### src/sv/crsp_pkg.sv
// Shared types and constants of the cartridge ROM responder.
// Used by the front, the queue, the back and the top level; depends on nothing.
package crsp_pkg;

    localparam int SAMPLE_W = 12;
    localparam int IDX_W = 15;
    localparam int S_TDATA_W = 72;
    localparam int M_TDATA_W = 8;
    localparam int QUEUE_DEPTH = 4;
    localparam int QPTR_W = 2;
    localparam int PWR_W = 4;
    localparam logic [PWR_W-1:0] PATCH_WRITES = 4'd10;

    localparam logic [2:0] OP_KEEP = 3'd0;
    localparam logic [2:0] OP_LOAD = 3'd1;
    localparam logic [2:0] OP_VEC = 3'd2;
    localparam logic [2:0] OP_READ = 3'd3;
    localparam logic [2:0] OP_PATCH = 3'd4;

    localparam logic CFG_CLAMP_FLOOR = 1'b0;
    localparam logic CFG_CLAMP_CEILING = 1'b1;
    localparam logic [7:0] CLAMP_FLOOR_RST = 8'h0F;
    localparam logic [7:0] CLAMP_CEILING_RST = 8'h7F;

    localparam logic [15:0] VEC_LO_ADDR = 16'hFFFC;
    localparam logic [15:0] VEC_HI_ADDR = 16'hFFFD;
    localparam logic [7:0] VEC_LO_BYTE = 8'h00;
    localparam logic [7:0] VEC_HI_BYTE = 8'h88;
    localparam logic [15:0] MIRROR_LO_BUS = 16'h7FEA;
    localparam logic [15:0] MIRROR_HI_BUS = 16'h7FEB;
    localparam logic [15:0] MIRROR_LO_IMG = 16'h4FEA;
    localparam logic [15:0] MIRROR_HI_IMG = 16'h4FEB;

    typedef struct packed {
        logic [2:0] kind;
        logic rd_zero;
        logic [IDX_W-1:0] idx;
        logic [7:0] data;
        logic [3:0][SAMPLE_W-1:0] samples;
    } op_t;

    typedef struct packed {
        logic full;
        logic empty;
    } q_status_t;

    function automatic logic [IDX_W-1:0] patch_addr(input logic [PWR_W-1:0] step);
        logic [IDX_W-1:0] a;
        case (step)
            4'd0: a = 15'd17413;
            4'd1: a = 15'd17412;
            4'd2: a = 15'd17424;
            4'd3: a = 15'd17423;
            4'd4: a = 15'd17435;
            4'd5: a = 15'd17434;
            4'd6: a = 15'd17446;
            4'd7: a = 15'd17445;
            4'd8: a = 15'd17410;
            default: a = 15'd17411;
        endcase
        return a;
    endfunction

endpackage

### src/sv/crsp_front.sv
// Front end: accepts requests, tracks the boot handshake and classifies each request.
// Depends on crsp_pkg; feeds crsp_queue.
module crsp_front #(
    parameter int IMAGE_LIMIT = 20479
) (
    input  logic                           aclk,
    input  logic                           aresetn,
    input  logic                           s_tvalid,
    output logic                           s_tready,
    input  logic [crsp_pkg::S_TDATA_W-1:0] s_tdata,
    input  logic                           s_tuser,
    input  crsp_pkg::q_status_t            q_stat,
    output logic                           push,
    output crsp_pkg::op_t                  op
);
    import crsp_pkg::*;

    localparam logic [15:0] LIMIT = 16'(IMAGE_LIMIT);
    localparam logic [1:0] BOOT_LO = 2'd0;
    localparam logic [1:0] BOOT_HI = 2'd1;
    localparam logic [1:0] BOOT_RUN = 2'd2;

    logic [1:0] boot_reg;
    logic [1:0] boot_next;
    logic [15:0] addr;
    logic [15:0] a_ext;

    assign s_tready = !q_stat.full;
    assign push = s_tvalid && !q_stat.full;
    assign addr = s_tdata[15:0];
    assign a_ext = {1'b0, addr[14:0]};

    always_comb begin
        boot_next = boot_reg;
        op.kind = OP_KEEP;
        op.rd_zero = 1'b0;
        op.idx = addr[14:0];
        op.data = s_tdata[23:16];
        op.samples[0] = s_tdata[35:24];
        op.samples[1] = s_tdata[47:36];
        op.samples[2] = s_tdata[59:48];
        op.samples[3] = s_tdata[71:60];
        if (!s_tuser) begin
            if (addr <= LIMIT) begin
                op.kind = OP_LOAD;
            end
        end else begin
            case (boot_reg)
                BOOT_LO: begin
                    if (addr == VEC_LO_ADDR) begin
                        op.kind = OP_VEC;
                        op.data = VEC_LO_BYTE;
                        boot_next = BOOT_HI;
                    end
                end
                BOOT_HI: begin
                    if (addr == VEC_HI_ADDR) begin
                        op.kind = OP_VEC;
                        op.data = VEC_HI_BYTE;
                        boot_next = BOOT_RUN;
                    end
                end
                default: begin
                    if (a_ext < LIMIT) begin
                        op.kind = OP_READ;
                    end else if (a_ext == MIRROR_LO_BUS) begin
                        if (MIRROR_LO_IMG <= LIMIT) begin
                            op.kind = OP_READ;
                            op.idx = MIRROR_LO_IMG[14:0];
                        end else begin
                            op.kind = OP_VEC;
                            op.data = 8'h00;
                        end
                    end else if (a_ext == MIRROR_HI_BUS) begin
                        op.kind = OP_PATCH;
                        op.idx = MIRROR_HI_IMG[14:0];
                        op.rd_zero = (MIRROR_HI_IMG > LIMIT);
                    end
                end
            endcase
        end
    end

    always_ff @(posedge aclk) begin
        if (!aresetn) begin
            boot_reg <= BOOT_LO;
        end else if (push) begin
            boot_reg <= boot_next;
        end
    end

endmodule

### config.mk
export PLATFORM = sky130hd
export DESIGN_NAME = crsp_front
export DESIGN_NICKNAME = d
export VERILOG_FILES = /design/src/sv/crsp_pkg.sv /design/src/sv/crsp_front.sv
export SDC_FILE = /design/constraint.sdc
export NUM_CORES = 1
export LEC_CHECK = 0
export BUFFER_PORTS_ARGS = -buffer_cell sky130_fd_sc_hd__buf_2
export CAP_MARGIN = 20
export CELL_PAD_IN_SITES_DETAIL_PLACEMENT = 1
export CELL_PAD_IN_SITES_GLOBAL_PLACEMENT = 1
export CORE_ASPECT_RATIO = 0.5
export CORE_MARGIN = 10
export CORE_UTILIZATION = 15
export DETAILED_ROUTE_END_ITERATION = 10
export PLACE_DENSITY = 0.91
export SLEW_MARGIN = 40
export SYNTH_ARGS = -nofsm -noshare
export SYNTH_HDL_FRONTEND = slang
export SYNTH_SLANG_ARGS = --single-unit
### constraint.sdc
create_clock -name aclk -period 3.6 [get_ports aclk]
set_input_delay 0.36 -clock aclk [delete_from_list [all_inputs] [get_ports aclk]]
set_output_delay 0.36 -clock aclk [all_outputs]
set_load 0.05 [all_outputs]
* Word-level counts from Yosys, hierarchy flattened *
Index checks and enable logic that the tools add are counted.

word-level totals
  bits in registers = 2
  output and inout port bits = 77
  word-level logic and storage cells = 35

operators by class
  equality and inequality tests = 7
  reductions and logical operators = 6
  magnitude comparators = 2
  mux-type cells = 19

operators by type and width
  cell                    number
  $mux W24                2
  $eq A16 B16 Y1 const B  2
  $eq A15 B15 Y1 const B  2
  $mux W19                1
  $le A16 B15 Y1 const B  1
  $mux W16                1
  $mux W8                 2
  $pmux W8 S2             1
  $lt A15 B15 Y1 const B  1
  $mux W15                1
  $mux W3                 3
  $mux W2                 4
  $pmux W3 S2             1
  $reduce_and A5 Y1       1
  $ne A2 B2 Y1 const B    2
  $pmux W2 S2             1
  $eq A2 B1 Y1 const B    1
  $logic_not A2 Y1        1
  $mux W1                 2
  $reduce_bool A2 Y1      1
  $reduce_or A2 Y1        1
  $logic_and A1 B1 Y1     1
  $logic_not A1 Y1        1

* Longest topological paths before layout *
  depth after elaboration = 6
  mapped depth = 5
  gate-level depth less buffers = 4

* Least setup slack after synthesis *
No wires, ideal clock.

  path kind = input to output
  from = input s_tdata[2] (netlist bit)
  to = output op[51] (netlist bit)
  stages on the path = 5
  data required time = 3.240 ns
  data arrival time = 1.673 ns
  path buffers = 1
  setup slack = 1.567 ns
  cell sequence = nand2_1 > or4b_1 > buf_2 > o31a_1 > a211o_1

RTL lines
  item                RTL line          text
  start: declaration  crsp_front.sv:10  input logic [crsp_pkg::S_TDATA_W-1:0] s_tdata,
  end: declaration    crsp_front.sv:14  output crsp_pkg::op_t op

==> key figures <==
Clock network
  – Post-CTS Hold Buffers: 0
  – Clock transition at path regs: about 30 ps
  – CTS resizes: 0
  – # Post-CTS Setup Buffers: 0
  – # H-tree levels: 1
  – CTS sink cnt: 2
  – CTS tree: done
  – Root buf cell: clkbuf_8
  – Clock Path Buffers: 2
  – Clock Latency Late Sink: roughly 210 ps
  – Clock buffers created by TritonCTS: 3

Cells and area
  – Antenna cells: 0
  – Max reg flops: 2
  – Layout cells sized above 1: a little under three fifths
  – Nets: ~190
  – Final-layout fill cell count: about 620
  – P&R area growth vs syn: -3.16%

GRT
  – Vias in the first global route: 721
  – Overall routing resource usage: between 5 and 6%
  – Initial antenna violation count: 0
  – First-pass GRT wire length: approximately 3600 um
  – Largest net degree at the start of global routing: 10
  – Grt ovf: 0

STA
  – Unrepaired setup endpoints after global routing: false
  – Fin. Hold Viols: 0
  – Final max-slew violation count: 0
  – Post-route clock period utilization: a little over three fifths
  – Clk_skew: between 1 and 1.5 ps
  – Highest clock rate: around 0.44 GHz
  – Fin Setup TNS: 0 ps
  – Setup violators final: 0
  – Final Hold Slack: between 300 and 400 ps
  – Tmin final: approximately 2300 ps

Drt
  – Avg WL per Cell: around 14 um
  – Residual DRC: 0
  – Avg Vias per Cell: 3.66
  – Routed via count: between 600 and 700
  – Routed Antenna Nets: 0
  – First-pass DRT Iterations: 3
  – Post-Route WL: about 2500 um
  – Initial DRC Count: 9

Setup path
  – Critical setup path kind: in2out
  – CP endpoint kind: output pin
  – Critical path arrival: 1910 ps
  – CP Max Fanout: 5
  – CP required: ~3200 ps
  – Element type at the critical path start: input port

Floorplanning
  – Die area: roughly 0.009 mm2
  – Die width: roughly 120 um
  – Core area: approximately 0.005 mm2
  – Initial Utilization: between 10% and 20%
  – FP Rows: 18
  – Ports: about 160
  – Die height: about 71 um

Synth
  – EDFF count, synth: 0
  – Synth cell types: 30
  – #FFs+latches synth: 2
  – Async S/R FF share, synth: 0%
  – Synthesis warning total: 0
  – Syn nets: between 150 and 200
  – Mean Syn Cell Area: between 7 and 8 um2
  – Synth Cell Area: between 700 and 800 um2
  – Cells after Synth: 113
  – Ys flop type: dfxtp_1
  – Seq/Total Area, Yosys: under 10%

Pwr
  – Pwr dens: ~290 mW/mm2
  – P_leak: between 0.3 and 0.4 nW
  – Max IR drop VDD: 0.0586 mV

Flow run
  – Max-Cap Viols: 0

Placement
  – Routability cong.: between 0.7 and 0.8
  – Dpl hpwl: about 2200 um
  – IO Port Bufs: 56

Run status
  – Status: finished clean

Worst hold path
  – HP Class: in2reg
==> stage by stage <==
| stage | total power, mW | area (um2) | std cells | util (%) | setup WS [ps] |
|---|---|---|---|---|---|
| after floorplan | 0.244 | 792 | 113 | - | 1570 |
| after global placement | 0.130 | 726 | 175 | 14.4 | 1350 |
| after detailed placement | 0.132 | 726 | 175 | 14.4 | 1300 |
| after CTS | 0.223 | 767 | 178 | 15.3 | 1290 |
| after global routing | 0.229 | 767 | 178 | 15.3 | 1180 |
| final | 0.220 | 767 | 178 | 15.3 | 1330 |
==> layout by cell type, fill, tap and decap left out <==
cell,count
mux2i_1,1
nand2_1,5
a41o_1,1
nand4b_1,1
xor2_1,1
a211o_1,2
or4_4,1
nand3_1,5
nor4b_1,1
conb_1,1
nand4bb_4,1
nor2b_1,3
o31a_1,2
nor3_1,1
nor2_1,3
inv_1,1
and3_1,1
nand4_1,1
dfxtp_1,2
nand2b_1,2
buf_2,56
and2_1,7
nor3b_1,1
o21ai_0,1
clkbuf_8,3
nor4_1,2
o21a_1,1
or4b_1,1
==> cell families after synthesis <==
family / synth area share, %
AO/OA/AOI/OAI: 7.27
XOR/XNOR: 1.11
buffers and inverters: 55.3
flip-flops: 5.06
multiplexers: 1.26
other: 0.473
AND/OR/NAND/NOR: 29.5
==> path summary, 6_finish.rpt <==
path,end,slack (ps),startpoint,depth (start not counted)
setup / recovery,op[51],1330,s_tdata[14],6
hold reg to reg,boot_reg[0],530,boot_reg[0],2
setup reg to reg,boot_reg[1],2050,boot_reg[1],3
hold / removal,boot_reg[1],400,aresetn,2
==> metal layers <==
metal	track usage, %	wire, um	share of wire (%)
met4	2.47	32	1.3
met5	0	0	0
met3	3.28	258	10
met1	3.67	693	28
met2	10.7	1470	60
==> worst max-delay path, cell delays in order <==
cell	delay, ps
buf_2	100
nand4_1	180
or4_4	570
nor3_1	280
a211o_1	150
buf_2	260
==> area by class of cell <==
cell class                 count  area (um2)  share of cell area (%)
sequential                     2        40.0                    5.22
tap                           70        87.6                    11.4
clock buffer                   3        41.3                    5.38
inverter                       1        3.75                   0.489
timing repair buffer          56         280                    36.5
multi-input combinational     46         314                    40.9
==> cells in the mapped netlist (2+ instances only) <==
cell type	number	area share [%]
nand3_1	5	3.2
dfxtp_1	2	5.1
nor2b_1	3	2.4
and2_1	7	5.5
buf_4	50	47
nand2b_1	2	1.6
nand2_1	5	2.4
nor2_1	3	1.4
a211o_1	2	2.2
clkbuf_1	12	5.7
o31a_1	2	2.2
nor4_1	2	1.6
==> report_power, final <==
group	internal (mW)	switching [mW]	leakage [nW]
registers	0.0224	0.0000000679	0.0161
clock network	0.0708	0.0184	0.0216
logic	0.0287	0.0793	0.341
total	0.122	0.0977	0.378
Power figures use the tool's default switching activity.
