## src/sv/crsp_pkg.sv

```systemverilog
// Shared types and constants of the cartridge ROM responder.
// Used by the front, the queue, the back and the top level; depends on nothing.
package crsp_pkg;

    localparam int SAMPLE_W = 12;
    localparam int IDX_W = 15;
    localparam int S_TDATA_W = 72;
    localparam int M_TDATA_W = 8;
    localparam int QUEUE_DEPTH = 4;
    localparam int QPTR_W = 2;
    localparam int PWR_W = 4;
    localparam logic [PWR_W-1:0] PATCH_WRITES = 4'd10;

    localparam logic [2:0] OP_KEEP = 3'd0;
    localparam logic [2:0] OP_LOAD = 3'd1;
    localparam logic [2:0] OP_VEC = 3'd2;
    localparam logic [2:0] OP_READ = 3'd3;
    localparam logic [2:0] OP_PATCH = 3'd4;

    localparam logic CFG_CLAMP_FLOOR = 1'b0;
    localparam logic CFG_CLAMP_CEILING = 1'b1;
    localparam logic [7:0] CLAMP_FLOOR_RST = 8'h0F;
    localparam logic [7:0] CLAMP_CEILING_RST = 8'h7F;

    localparam logic [15:0] VEC_LO_ADDR = 16'hFFFC;
    localparam logic [15:0] VEC_HI_ADDR = 16'hFFFD;
    localparam logic [7:0] VEC_LO_BYTE = 8'h00;
    localparam logic [7:0] VEC_HI_BYTE = 8'h88;
    localparam logic [15:0] MIRROR_LO_BUS = 16'h7FEA;
    localparam logic [15:0] MIRROR_HI_BUS = 16'h7FEB;
    localparam logic [15:0] MIRROR_LO_IMG = 16'h4FEA;
    localparam logic [15:0] MIRROR_HI_IMG = 16'h4FEB;

    typedef struct packed {
        logic [2:0] kind;
        logic rd_zero;
        logic [IDX_W-1:0] idx;
        logic [7:0] data;
        logic [3:0][SAMPLE_W-1:0] samples;
    } op_t;

    typedef struct packed {
        logic full;
        logic empty;
    } q_status_t;

    function automatic logic [IDX_W-1:0] patch_addr(input logic [PWR_W-1:0] step);
        logic [IDX_W-1:0] a;
        case (step)
            4'd0: a = 15'd17413;
            4'd1: a = 15'd17412;
            4'd2: a = 15'd17424;
            4'd3: a = 15'd17423;
            4'd4: a = 15'd17435;
            4'd5: a = 15'd17434;
            4'd6: a = 15'd17446;
            4'd7: a = 15'd17445;
            4'd8: a = 15'd17410;
            default: a = 15'd17411;
        endcase
        return a;
    endfunction

endpackage

```

## src/sv/crsp_queue.sv

```systemverilog
// Short request queue between the front end and the back end.
// Depends on crsp_pkg for the request type and the depth.
module crsp_queue (
    input  logic                aclk,
    input  logic                aresetn,
    input  logic                push,
    input  crsp_pkg::op_t       op_in,
    input  logic                pop,
    output crsp_pkg::op_t       op_out,
    output crsp_pkg::q_status_t q_stat
);
    import crsp_pkg::*;

    op_t entry_reg [QUEUE_DEPTH];
    logic [QPTR_W-1:0] wr_ptr_reg;
    logic [QPTR_W-1:0] rd_ptr_reg;
    logic [QPTR_W:0] count_reg;

    assign op_out = entry_reg[rd_ptr_reg];
    assign q_stat.full = (count_reg == (QPTR_W+1)'(QUEUE_DEPTH));
    assign q_stat.empty = (count_reg == '0);

    always_ff @(posedge aclk) begin
        if (push) begin
            entry_reg[wr_ptr_reg] <= op_in;
        end
    end

    always_ff @(posedge aclk) begin
        if (!aresetn) begin
            wr_ptr_reg <= '0;
            rd_ptr_reg <= '0;
            count_reg <= '0;
        end else begin
            if (push) begin
                wr_ptr_reg <= wr_ptr_reg + 1'b1;
            end
            if (pop) begin
                rd_ptr_reg <= rd_ptr_reg + 1'b1;
            end
            if (push && !pop) begin
                count_reg <= count_reg + 1'b1;
            end else if (pop && !push) begin
                count_reg <= count_reg - 1'b1;
            end
        end
    end

endmodule

```

## config.mk

```make
export PLATFORM = sky130hd
export DESIGN_NAME = crsp_queue
export DESIGN_NICKNAME = d
export VERILOG_FILES = /design/src/sv/crsp_pkg.sv /design/src/sv/crsp_queue.sv
export SDC_FILE = /design/constraint.sdc
export NUM_CORES = 1
export LEC_CHECK = 0
export BUFFER_PORTS_ARGS = -buffer_cell sky130_fd_sc_hd__clkbuf_2
export CORE_AREA = 10 10 179 181
export DETAILED_ROUTE_END_ITERATION = 10
export DIE_AREA = 0 0 189 191
export MAX_ROUTING_LAYER = met4
export PLACE_DENSITY = 0.66
export REMOVE_ABC_BUFFERS = 1
export SYNTH_ARGS = -nofsm -noshare
export SYNTH_HDL_FRONTEND = slang
export SYNTH_SLANG_ARGS = --single-unit
export TNS_END_PERCENT = 20
```

## constraint.sdc

```tcl
create_clock -name aclk -period 5.2 [get_ports aclk]
set_clock_uncertainty 0.2 [all_clocks]
set_input_delay 0.78 -clock aclk [delete_from_list [all_inputs] [get_ports aclk]]
set_output_delay 0.78 -clock aclk [all_outputs]
set_load 0.1 [all_outputs]
```

After elaboration in Yosys (flattened, before gate mapping)
Memories as Yosys holds them, arrays and structs flattened. A register that Yosys moved wholly into a read port is not among the register bits.
Cells that the tools add are included.

storage, ports and cells
  word-level logic and storage cells = 21
  output and inout bits = 77
  ROM bits = 0
  latch bits = 0
  flip-flop bits (word level) = 7
  bits in writable memories = 300
  memories = 1

memory list
  name       words  bits a word  read ports  clocked after memory_dff  write ports  RTL line          RTL
  entry_reg  4      75           1           1                         1            crsp_queue.sv:14  op_t entry_reg [QUEUE_DEPTH];

operators by class
  order comparisons = 0
  add/sub/neg operators = 4
  shifts and indexed selects = 0
  bitwise operators = 0
  equal/unequal tests = 1
  $mul = 0
  divide/modulo/power cells = 0
  reductions and logical operators = 6
  multiplexer cells = 6

operators by type and width
  kind                   number
  $mux W3                2
  $add A2 B1 Y2 const B  2
  $mux W2                2
  $add A3 B1 Y3 const B  1
  $eq A3 B3 Y1 const B   1
  $logic_not A3 Y1       1
  $sub A3 B1 Y3 const B  1
  $logic_and A1 B1 Y1    2
  $logic_not A1 Y1       2
  $mux W1                2
  $reduce_bool A2 Y1     1

Depth between registers and ports, before layout
Gate-level depths: netlist (run 1).

  depth in word-level cells = 4
  mapped depth = 7
  mapped depth without buffers = 7

Worst setup path before layout (run 1)
Ideal clock, no wire load.

  path type = register to output
  start = register count_reg[0]
  end = output port q_stat[1] (netlist name)
  data required time = 4.220 ns
  arrival = 2.553 ns
  cell stages (with the launch flop) = 2
  slack = 1.667 ns
  cell sequence = dfxtp_1 -> nor3b_1

RTL lines
  item                    RTL line          RTL
  from (decl)             crsp_queue.sv:17  logic [QPTR_W:0] count_reg;
  from (signal assigned)  crsp_queue.sv:42  count_reg <= count_reg + 1'b1;
  from (signal assigned)  crsp_queue.sv:44  count_reg <= count_reg - 1'b1;
  to (decl)               crsp_queue.sv:10  output crsp_pkg::q_status_t q_stat

==> flow_metrics.tcl, run 1 <==
set metrics [dict create \
    hold_end "entry_reg[3][60]$_DFFE_PP_" \
    largest_register_ffs 300 \
    final_hold_viol_count 0 \
    io_pins 156 \
    reg2reg_from "wr_ptr_reg[1]$_SDFFE_PN0P_" \
    whs_ps 305 \
    syn_inst 434 \
    setup_ws_ps 1500 \
    synth_compound_gate_area_share_pct 0.111 \
    rsz0062_at_grt "no" \
    slowest_delay_ps 780 \
    hold_depth 1 \
    ys_top_cells_by_area "edfxtp_1 (80%), mux4_2 (15%), dfxtp_1 (1.6%)" \
    netlist_area_um2 11300 \
    wl_per_cell_um 21.4 \
    arrival_ps 2720 \
    setup_viol 0 \
    hpwlAfterDp_um 13500 \
    synthDominantCellAreaShare_pct 80.0 \
    totalNegativeSetupSlack_ps 0 \
    clk_pin_slew_ps 60 \
    synth_edf_count 300 \
    areaGrowthSynthToFinish_pct 21.3 \
    vias_per_cell 4.85 \
    intPower_w 0.00468 \
    path_delay_family "buffers and inverters" \
    yosys-top-cells-count "edfxtp_1 (300), mux4_2 (75), and2_1 (9), dfxtp_1 (9)" \
    final_nets 699 \
    synth-seq-area-share_pct 81.6 \
    r2r-end "entry_reg[1][21]$_DFFE_PP_" \
    drv_slew 0 \
    grt-ovfl-total 0 \
    grt_pass1_vias 5792 \
    ant_nets 0 \
    cts-buffers-inserted 34 \
    ys_types 21 \
    drt-pass1-iter-count 4 \
    synth_fa_ha_area_share_pct 0.733 \
    grt_pass1_wl_um 34000 \
    reg2reg_depth 4 \
    num_rows 62 \
    root_buffer "clkbuf_16" \
    clk_latency_ps 490 \
    async_flop_share_pct 0 \
    end_kind "output pin" \
    grt_util_met2_pct 21.3 \
    power_switching_w 0.00186 \
    slew_headroom_pct 24.1 \
    critPathKind "flip-flop to output pin" \
    met1_usage_pct 14.5 \
    synthSimpleGateAreaFrac_pct 0.811 \
    drt_iter0_drc 245 \
    die_w_um 189 \
    dp_worst_setup_slack_ps 1910 \
    initial_core_util_pct 39.6 \
    hp-class "input pin to flip-flop" \
    grt_util_met3_pct 3.43 \
    period_share_pct 71.1 \
    clk_path_buf_depth 3 \
    synth.most_common_cell "edfxtp_1" \
    grt_most_used_layer "met2" \
    p_per_area_nw_per_um2 478 \
    placed_area_um2 12500 \
    critPathSlowestCell "dfxtp_4" \
    layout-drive-gt1-share_pct 45.9 \
    timing_worst_slew_pin_value_ps 1140 \
    hold_path_startpoint "op_in[60]" \
    die_h_um 191 \
    p_comb_share_pct 17.3 \
    coreArea_um2 28500 \
    ys_seq_elements 309 \
    crit_path_start_kind "flip-flop" \
    fin_area_um2 13700 \
    h-tree-depth 2 \
    cts_resized 0 \
    synth_top_cell_by_area "edfxtp_1" \
    status "finished clean" \
    path_buf_inv 2 \
    seqPwrFrac_pct 44.7 \
    avgSynthCellArea_um2 26.0 \
    drv_cap 0 \
    synth-xor-area-share_pct 0.389 \
    antenna_found_initial 0 \
    cts_setup_buffers 0 \
    cp.required_ps 4220 \
    p_leak_nw 4.64 \
    diodes 0 \
    num_vias 4968 \
    dieArea_um2 36100 \
    cts_tree "done" \
    grt_max_degree 76 \
    switching_share_pct 28.4 \
    cts_hold_buf 0 \
    reg2reg_slack_ps 2830 \
    fmax_mhz 270 \
    drc_errors 0 \
    path_max_fanout 46 \
    yosys_most_used_dff "edfxtp_1" \
    synth_top_family_by_area "multiplexers" \
    synth.area.mux_share_pct 15.2 \
    gp_congestion 0.704 \
    grt_usage_pct 12.6 \
    routed_wl_um 21900 \
    yosysWarnings 0 \
    vdd_ir_drop_max_mv 0.345 \
    layout_min_cycle_time_ps 3700 \
    clkPwrFrac_pct 37.9 \
    crit_chain "buf_12 > mux4_2 > clkbuf_2" \
    cts.sinks 309 \
    place.port_buffers 155 \
]
==> final cells by class <==
cell class | instances | area [um^2]
Tap cell | 384 | 480
Clock buffer | 45 | 986
Timing Repair Buffer | 160 | 826
Sequential cell | 309 | 9200
Fill cell | 2360 | 14800
Clock inverter | 17 | 213
Inverter | 4 | 15.0
Multi-Input combinational cell | 105 | 1950
==> cell usage in the layout, fill, tap and decap left out, types with 3 or more instances in the layout <==
cell type / netlist / routed
edfxtp_1: 300 / 300
clkbuf_2: 0 / 155
mux4_2: 75 / 75
clkbuf_16: 0 / 37
dfxtp_1: 9 / 7
clkinv_2: 0 / 6
and2_1: 9 / 5
ha_1: 5 / 5
bufinv_16: 0 / 5
clkbuf_1: 2 / 5
inv_1: 4 / 4
and2_4: 0 / 4
clkinv_1: 0 / 4
buf_4: 2 / 4
xor2_1: 3 / 3
clkbuf_8: 0 / 3
==> how the worst max path moves through the flow <==
stage                            end  slack, ps  depth (start not counted)
after CTS                 op_out[28]       1380                          3
after global routing      op_out[28]       1290                          3
after global placement     op_out[7]       1950                          3
final                     op_out[28]       1500                          3
after floorplan            op_out[0]        100                          1
after detailed placement  op_out[28]       1910                          3
==> per-layer routing <==
| metal | routed length [um] | part of all wire, % | up-vias |
|---|---|---|---|
| met5 | 0 | 0 | - |
| met4 | 459 | 2.1 | 0 |
| met3 | 1260 | 5.8 | 31 |
| met2 | 11300 | 52 | 134 |
| met1 | 8850 | 40 | 2575 |
| li1 | - | - | 2228 |
==> per-stage QoR <==
step / cells / utilization [%] / power [W]
6_report: 1024 / 48.0 / 0.00654
5_1_grt: 1024 / 48.0 / 0.00677
4_1_cts: 1024 / 48.0 / 0.00662
3_5_place_dp: 962 / 43.8 / 0.00413
3_3_place_gp: 962 / 43.8 / 0.00410
2_1_floorplan: 418 / - / 0.00391
==> cells by family after synthesis <==
| logic type | Yosys count |
|---|---|
| fa+ha+maj | 6 |
| buf+inv | 20 |
| xor+xnor | 5 |
| simple gates | 15 |
| compound gates | 2 |
| flops | 309 |
| mux | 77 |
==> worst reg2reg max path: cells and delay by family (launching register included) <==
kind	cells	cell delay, ps
AND/OR/NAND/NOR	1	640
buffers and inverters	2	660
flip-flops	1	340
adder cells (fa/ha/maj)	1	150
==> power groups by stage <==
stage          Clock (W)  Combinational, W  Sequential (W)
4_1_cts          0.00254           0.00115         0.00293
2_1_floorplan          0          0.000929         0.00298
3_5_place_dp           0           0.00115         0.00298
6_report         0.00248           0.00113         0.00292
5_1_grt          0.00265           0.00118         0.00294
3_3_place_gp           0           0.00113         0.00297
Note: power is estimated with default switching activity, not from simulation.
==> inputs of run 2 (changes only) <==
--- a/config.mk
+++ b/config.mk
@@ -5,12 +5,13 @@
 export SDC_FILE = /design/constraint.sdc
 export NUM_CORES = 1
 export LEC_CHECK = 0
+export ABC_AREA = 1
 export BUFFER_PORTS_ARGS = -buffer_cell sky130_fd_sc_hd__clkbuf_2
-export CORE_AREA = 10 10 179 181
+export CORE_AREA = 10 10 187 189
 export DETAILED_ROUTE_END_ITERATION = 10
-export DIE_AREA = 0 0 189 191
+export DIE_AREA = 0 0 197 199
 export MAX_ROUTING_LAYER = met4
-export PLACE_DENSITY = 0.66
+export PLACE_DENSITY = 0.65
 export REMOVE_ABC_BUFFERS = 1
 export SYNTH_ARGS = -nofsm -noshare
 export SYNTH_HDL_FRONTEND = slang
==> constraint.sdc (replaced) <==
create_clock -name aclk -period 3.52 [get_ports aclk]
set_clock_uncertainty 0.2 [all_clocks]
set_input_delay 0.528 -clock aclk [delete_from_list [all_inputs] [get_ports aclk]]
set_output_delay 0.528 -clock aclk [all_outputs]
set_load 0.1 [all_outputs]
==> run 2 against run 1 <==
Total power rose by 46%. Worst setup slack got worse by 1000 ps. Largest power group unchanged. Routed wire length rose by 24%. Largest cell class unchanged. Highest routed layer unchanged. Design area rose by 19%.
==> flow_metrics.tcl, run 2 <==
set metrics [dict create \
    status "finished clean" \
    drv_cap 0 \
    drt_iter0_drc 361 \
    setup_ws_ps 491 \
    die_w_um 197 \
    async_flop_share_pct 0 \
    total_power_w 0.00957 \
    gp_congestion 0.710 \
    grt_usage_pct 14.2 \
    critPathSlowestCell "dfxtp_4" \
    p_per_area_nw_per_um2 587 \
    synth.most_common_cell "edfxtp_1" \
    seqPwrFrac_pct 44.4 \
    synth_top_cell_by_area "edfxtp_1" \
    avgSynthCellArea_um2 15.7 \
    rsz0062_at_grt "no" \
    critPathKind "flip-flop to output pin" \
    ys_types 24 \
    switching_share_pct 29.6 \
    path_max_fanout 57 \
    timing_worst_slew_pin_value_ps 661 \
    final_common_cell "edfxtp_1" \
    drc_errors 0 \
    fillers 2554 \
    layout-drive-gt1-share_pct 32.1 \
    drt-pass1-iter-count 4 \
    synthDominantCellAreaShare_pct 73.1 \
    num_vias 7227 \
    dieArea_um2 39200 \
    period_share_pct 86.1 \
    reg2reg_slack_ps 1460 \
    final_nets 1101 \
    yosys_most_used_dff "edfxtp_1" \
    clk_pin_slew_ps 60 \
    totalNegativeSetupSlack_ps 0 \
    yosysWarnings 0 \
    ys_top_cells_by_area "edfxtp_1 (73%), o21ai_0 (5.3%), o22ai_2 (5.1%)" \
    coreArea_um2 31200 \
    netlist_area_um2 12300 \
    synth-seq-area-share_pct 74.6 \
    grt_pass1_wl_um 43200 \
    cp.depth 5 \
    arrival_ps 2300 \
    cp.required_ps 2790 \
    synth_edf_count 300 \
    final_cell_mix "edfxtp_1 (300), o21ai_0 (131), nor2_1 (100)" \
    largest_register_ffs 300 \
    reg2reg_from "wr_ptr_reg[0]$_SDFFE_PN0P_" \
    cts_resized 0 \
    yosys-top-cells-count "edfxtp_1 (300), o21ai_0 (131), nor2_1 (100)" \
    fmax_mhz 330 \
    hp-class "input pin to flip-flop" \
    grt_max_degree 151 \
    place.port_buffers 155 \
    path_buf_inv 3 \
    clk_latency_ps 550 \
    routed_wl_um 27200 \
    num_rows 65 \
    dp_worst_setup_slack_ps 1070 \
    power_switching_w 0.00283 \
    io_pins 156 \
    multi_input_area_um2 2710 \
    crit_path_end "op_out[39]" \
    r2r-end "entry_reg[2][14]$_DFFE_PP_" \
    initial_core_util_pct 39.4 \
    vias_per_cell 5.01 \
    slew_headroom_pct 56.0 \
    die_h_um 199 \
    ant_nets 0 \
    cts-buffers-inserted 31 \
    grt_pass1_vias 7644 \
    layoutNonFillerInstCount 1443 \
    end_kind "output pin" \
    reg2reg_depth 5 \
    syn_inst 783 \
    dp.cells 1312 \
    path_delay_family "buffers and inverters" \
    p_leak_nw 5.69 \
    wl_per_cell_um 18.8 \
    layout_min_cycle_time_ps 3030 \
    p_comb_share_pct 23.0 \
    seq_area_um2 9190 \
    cts_tree "done" \
    h-tree-depth 1 \
    crit_chain "inv_8 > buf_4 > o21ai_1 > o22ai_1 > buf_12" \
    setup_viol 0 \
    areaGrowthSynthToFinish_pct 32.4 \
    final_hold_viol_count 0 \
    antenna_found_initial 2 \
    clkPwrFrac_pct 32.7 \
    cts.sinks 309 \
    clk_path_buf_depth 3 \
    grt-ovfl-total 0 \
    ys_seq_elements 309 \
    intPower_w 0.00673 \
    hpwlAfterDp_um 15900 \
    vdd_ir_drop_max_mv 0.414 \
    hold_depth 1 \
    crit_path_start_kind "flip-flop" \
    slowest_delay_ps 370 \
    root_buffer "clkbuf_16" \
    drv_slew 0 \
]
-- run 2: cell families (layout without fill, tap and decap cells) --
group,after synthesis,count (layout),synth area share (%)
compound gates,235,235,13.0
fa+ha+maj,6,6,0.670
buf+inv,65,322,3.40
flops,309,309,74.6
other cells,0,1,0
simple gates,168,168,8.32
-- run 2: how the worst min path moves through the flow --
| stage | from | endpoint |
|---|---|---|
| 2_1_floorplan | rd_ptr_reg[1]$_SDFFE_PN0P_ | flip-flop |
| 3_3_place_gp | rd_ptr_reg[1]$_SDFFE_PN0P_ | flip-flop |
| 3_5_place_dp | rd_ptr_reg[1]$_SDFFE_PN0P_ | flip-flop |
| 4_1_cts | op_in[15] | entry_reg[2][15]$_DFFE_PP_ |
| 5_1_grt | op_in[22] | entry_reg[0][22]$_DFFE_PP_ |
| 6_report | op_in[22] | entry_reg[3][22]$_DFFE_PP_ |
-- run 2: power groups by stage --
stage                     logic, W  clock network, W  registers, W
after CTS                  0.00222           0.00320       0.00424
final                      0.00220           0.00312       0.00424
after global routing       0.00230           0.00336       0.00425
after floorplan            0.00130                 0       0.00435
after detailed placement   0.00215                 0       0.00432
after global placement     0.00213                 0       0.00432
-- run 2: cell type report --
class | count | share of cell area (%)
clock inverter | 19 | 0.997
multi-input combinational | 409 | 16.6
antenna | 1 | 0.0153
tap | 402 | 3.08
timing repair buffer | 248 | 17.5
inverter | 17 | 0.468
sequential | 309 | 56.4
clock buffer | 38 | 4.92
-- run 2: per-layer routing --
| metal | part of all wire, % | GRT usage, % |
|---|---|---|
| met1 | 43 | 17.5 |
| met2 | 50 | 24.0 |
| met3 | 5.4 | 2.84 |
| met4 | 1.4 | 2.96 |
| met5 | 0 | - |
-- run 2: what timing repair did --
item | CTS | global route
buffers inserted | 0 | 0
hold buffers | 73 | 0
hold endpoints to repair | 292 | 0
-- run 2: stage by stage --
step / hold WS (ps) / cell area, um^2 / utilization, %
after floorplan: 212 / 12000 / -
after global placement: 226 / 14600 / 46.8
after detailed placement: 238 / 14600 / 46.8
after CTS: 0.247 / 16300 / 52.2
after global routing: 3.74 / 16300 / 52.2
final: 27.0 / 16300 / 52.2
==> inputs of run 3 (changes only) <==
--- a/config.mk
+++ b/config.mk
@@ -12,7 +12,6 @@
 export DIE_AREA = 0 0 197 199
 export MAX_ROUTING_LAYER = met4
 export PLACE_DENSITY = 0.65
-export REMOVE_ABC_BUFFERS = 1
 export SYNTH_ARGS = -nofsm -noshare
 export SYNTH_HDL_FRONTEND = slang
 export SYNTH_SLANG_ARGS = --single-unit
==> constraint.sdc (replaced) <==
create_clock -name aclk -period 3.3 [get_ports aclk]
set_clock_uncertainty 0.2 [all_clocks]
set_input_delay 0.495 -clock aclk [delete_from_list [all_inputs] [get_ports aclk]]
set_output_delay 0.495 -clock aclk [all_outputs]
set_load 0.1 [all_outputs]
==> run 3 against run 2 <==
Non-clock buffer count down 57. Largest cell class unchanged. Critical path depth unchanged. Utilization down 1.4 points. Worst setup slack worse by 180 ps. Clock power up 14%. Via count down 2.2%. Routed wire length down 1.3%. Hold slack worse by 11 ps. Register-to-register slack worse by 320 ps. Total power up 8.3%.
==> flow_metrics.tcl, run 3 (same netlist as run 2, synthesis figures left out) <==
set metrics [dict create \
    hold_end "entry_reg[1][46]$_DFFE_PP_" \
    antenna_found_initial 5 \
    final_cell_mix "edfxtp_1 (300), o21ai_0 (131), nor2_1 (100)" \
    reg2reg_from "wr_ptr_reg[0]$_SDFFE_PN0P_" \
    layout-drive-gt1-share_pct 34.4 \
    p_per_area_nw_per_um2 653 \
    critPathKind "flip-flop to output pin" \
    arrival_ps 2300 \
    clk_path_buf_depth 3 \
    hp-class "input pin to flip-flop" \
    num_rows 65 \
    gp_congestion 0.727 \
    areaGrowthSynthToFinish_pct 28.8 \
    cts.sinks 309 \
    grt_pass1_vias 7376 \
    grt_usage_pct 14.1 \
    clk_pin_slew_ps 60 \
    placed_area_um2 14600 \
    drv_slew 0 \
    final_nets 1048 \
    io_pins 156 \
    hpwlAfterDp_um 15900 \
    r2r-end "entry_reg[2][9]$_DFFE_PP_" \
    wl_per_cell_um 19.3 \
    period_share_pct 90.6 \
    layout_min_cycle_time_ps 2990 \
    clk_latency_ps 500 \
    crit_path_start_kind "flip-flop" \
    highest_layer "met4" \
    drv_cap 0 \
    met2_wirelength_um 13600 \
    dieArea_um2 39200 \
    p_leak_nw 5.51 \
    reg2reg_slack_ps 1140 \
    root_buffer "clkbuf_16" \
    dr_wl_met3_um 1650 \
    hold_path_startpoint "op_in[46]" \
    timing_worst_slew_pin_value_ps 662 \
    ant_nets 0 \
    slew_headroom_pct 55.8 \
    totalNegativeSetupSlack_ps 0 \
    fmax_mhz 334 \
    routed_wl_um 26900 \
    path_max_fanout 41 \
    die_w_um 197 \
    initial_core_util_pct 39.4 \
    largest_register_ffs 300 \
    syn_nets 868 \
    cts_tree "done" \
    grt_max_degree 151 \
    end_kind "output pin" \
    final_hold_viol_count 0 \
    die_h_um 199 \
    vias_per_cell 5.07 \
    cp.required_ps 2600 \
    hold_depth 1 \
    grt-ovfl-total 0 \
    status "finished clean" \
    drt-pass1-iter-count 4 \
    rsz0062_at_grt "no" \
    num_vias 7068 \
    drc_errors 0 \
    drt_iter0_drc 457 \
    place.port_buffers 155 \
    reg2reg_depth 5 \
    met1_length_um 11100 \
    final_common_cell "edfxtp_1" \
    h-tree-depth 2 \
    grt_pass1_wl_um 42100 \
    cts_resized 0 \
    vdd_ir_drop_max_mv 0.443 \
    cts-buffers-inserted 35 \
    setup_viol 0 \
    coreArea_um2 31200 \
    fin_area_um2 15900 \
]
-- run 3: cell types whose count changed in the layout (fill, tap and decap cells not counted), moves of 3 or more --
cell	delta
clkinv_2	+4
buf_4	-5
diode_2	+4
clkbuf_16	+6
dlygate4sd3_1	-54
clkbuf_1	-3
-- run 3: worst max path at each step --
stage / start / endpoint / slack [ps] / cells past startpoint
after detailed placement: flip-flop / op_out[16] / 810 / 4
after global routing: flip-flop / op_out[13] / 150 / 4
after global placement: flip-flop / op_out[16] / 830 / 4
final: flip-flop / op_out[67] / 310 / 5
after CTS: flip-flop / op_out[62] / 260 / 4
after floorplan: count_reg[1]$_SDFFE_PN0P_ / q_stat[0] / 200 / 1
-- run 3: layout make-up --
class	count	area, um^2
fillers	2613	15400
clock inverters	19	115
diodes	5	12.5
clock buffers	41	941
flip-flops and latches	309	9190
repair buffers	191	2320
multi-input cells	409	2710
well taps	402	503
inverters	17	76.3
-- run 3: metal layers --
metal | vias to the layer above | track usage [%]
met3 | 34 | 3.92
met5 | - | -
met4 | 0 | 3.59
met2 | 172 | 23.4
met1 | 3544 | 16.6
li1 | 3318 | -
-- run 3: worst max-delay path, cell delays in order (launching register included) --
cell	delay [ps]
dfxtp_2	490
inv_2	120
buf_4	450
o21ai_0	230
o22ai_2	240
buf_12	210
-- run 3: power breakdown --
group	internal, W	switching [W]	leakage [nW]
logic	0.000713	0.00157	2.15
registers	0.00448	0.0000499	2.83
clock network	0.00211	0.00144	0.529
total	0.00730	0.00306	5.51
-- run 3: repair_timing --
item	CTS	global route
hold buffers	19	0
endpoints found under the hold margin	65	0
setup buffers	0	0
-- run 3: per-stage QoR --
| stage | hold slack (ps) | std cells | power, W | utilization, % | setup slack [ps] |
|---|---|---|---|---|---|
| 2_1_floorplan | 212 | 783 | 0.00607 | - | 197 |
| 6_report | 15.9 | 1393 | 0.0104 | 50.8 | 309 |
| 4_1_cts | 0.680 | 1388 | 0.0105 | 50.8 | 256 |
| 5_1_grt | 2.53 | 1393 | 0.0107 | 50.8 | 152 |
| 3_3_place_gp | 237 | 1309 | 0.00688 | 46.8 | 828 |
| 3_5_place_dp | 233 | 1309 | 0.00691 | 46.8 | 809 |
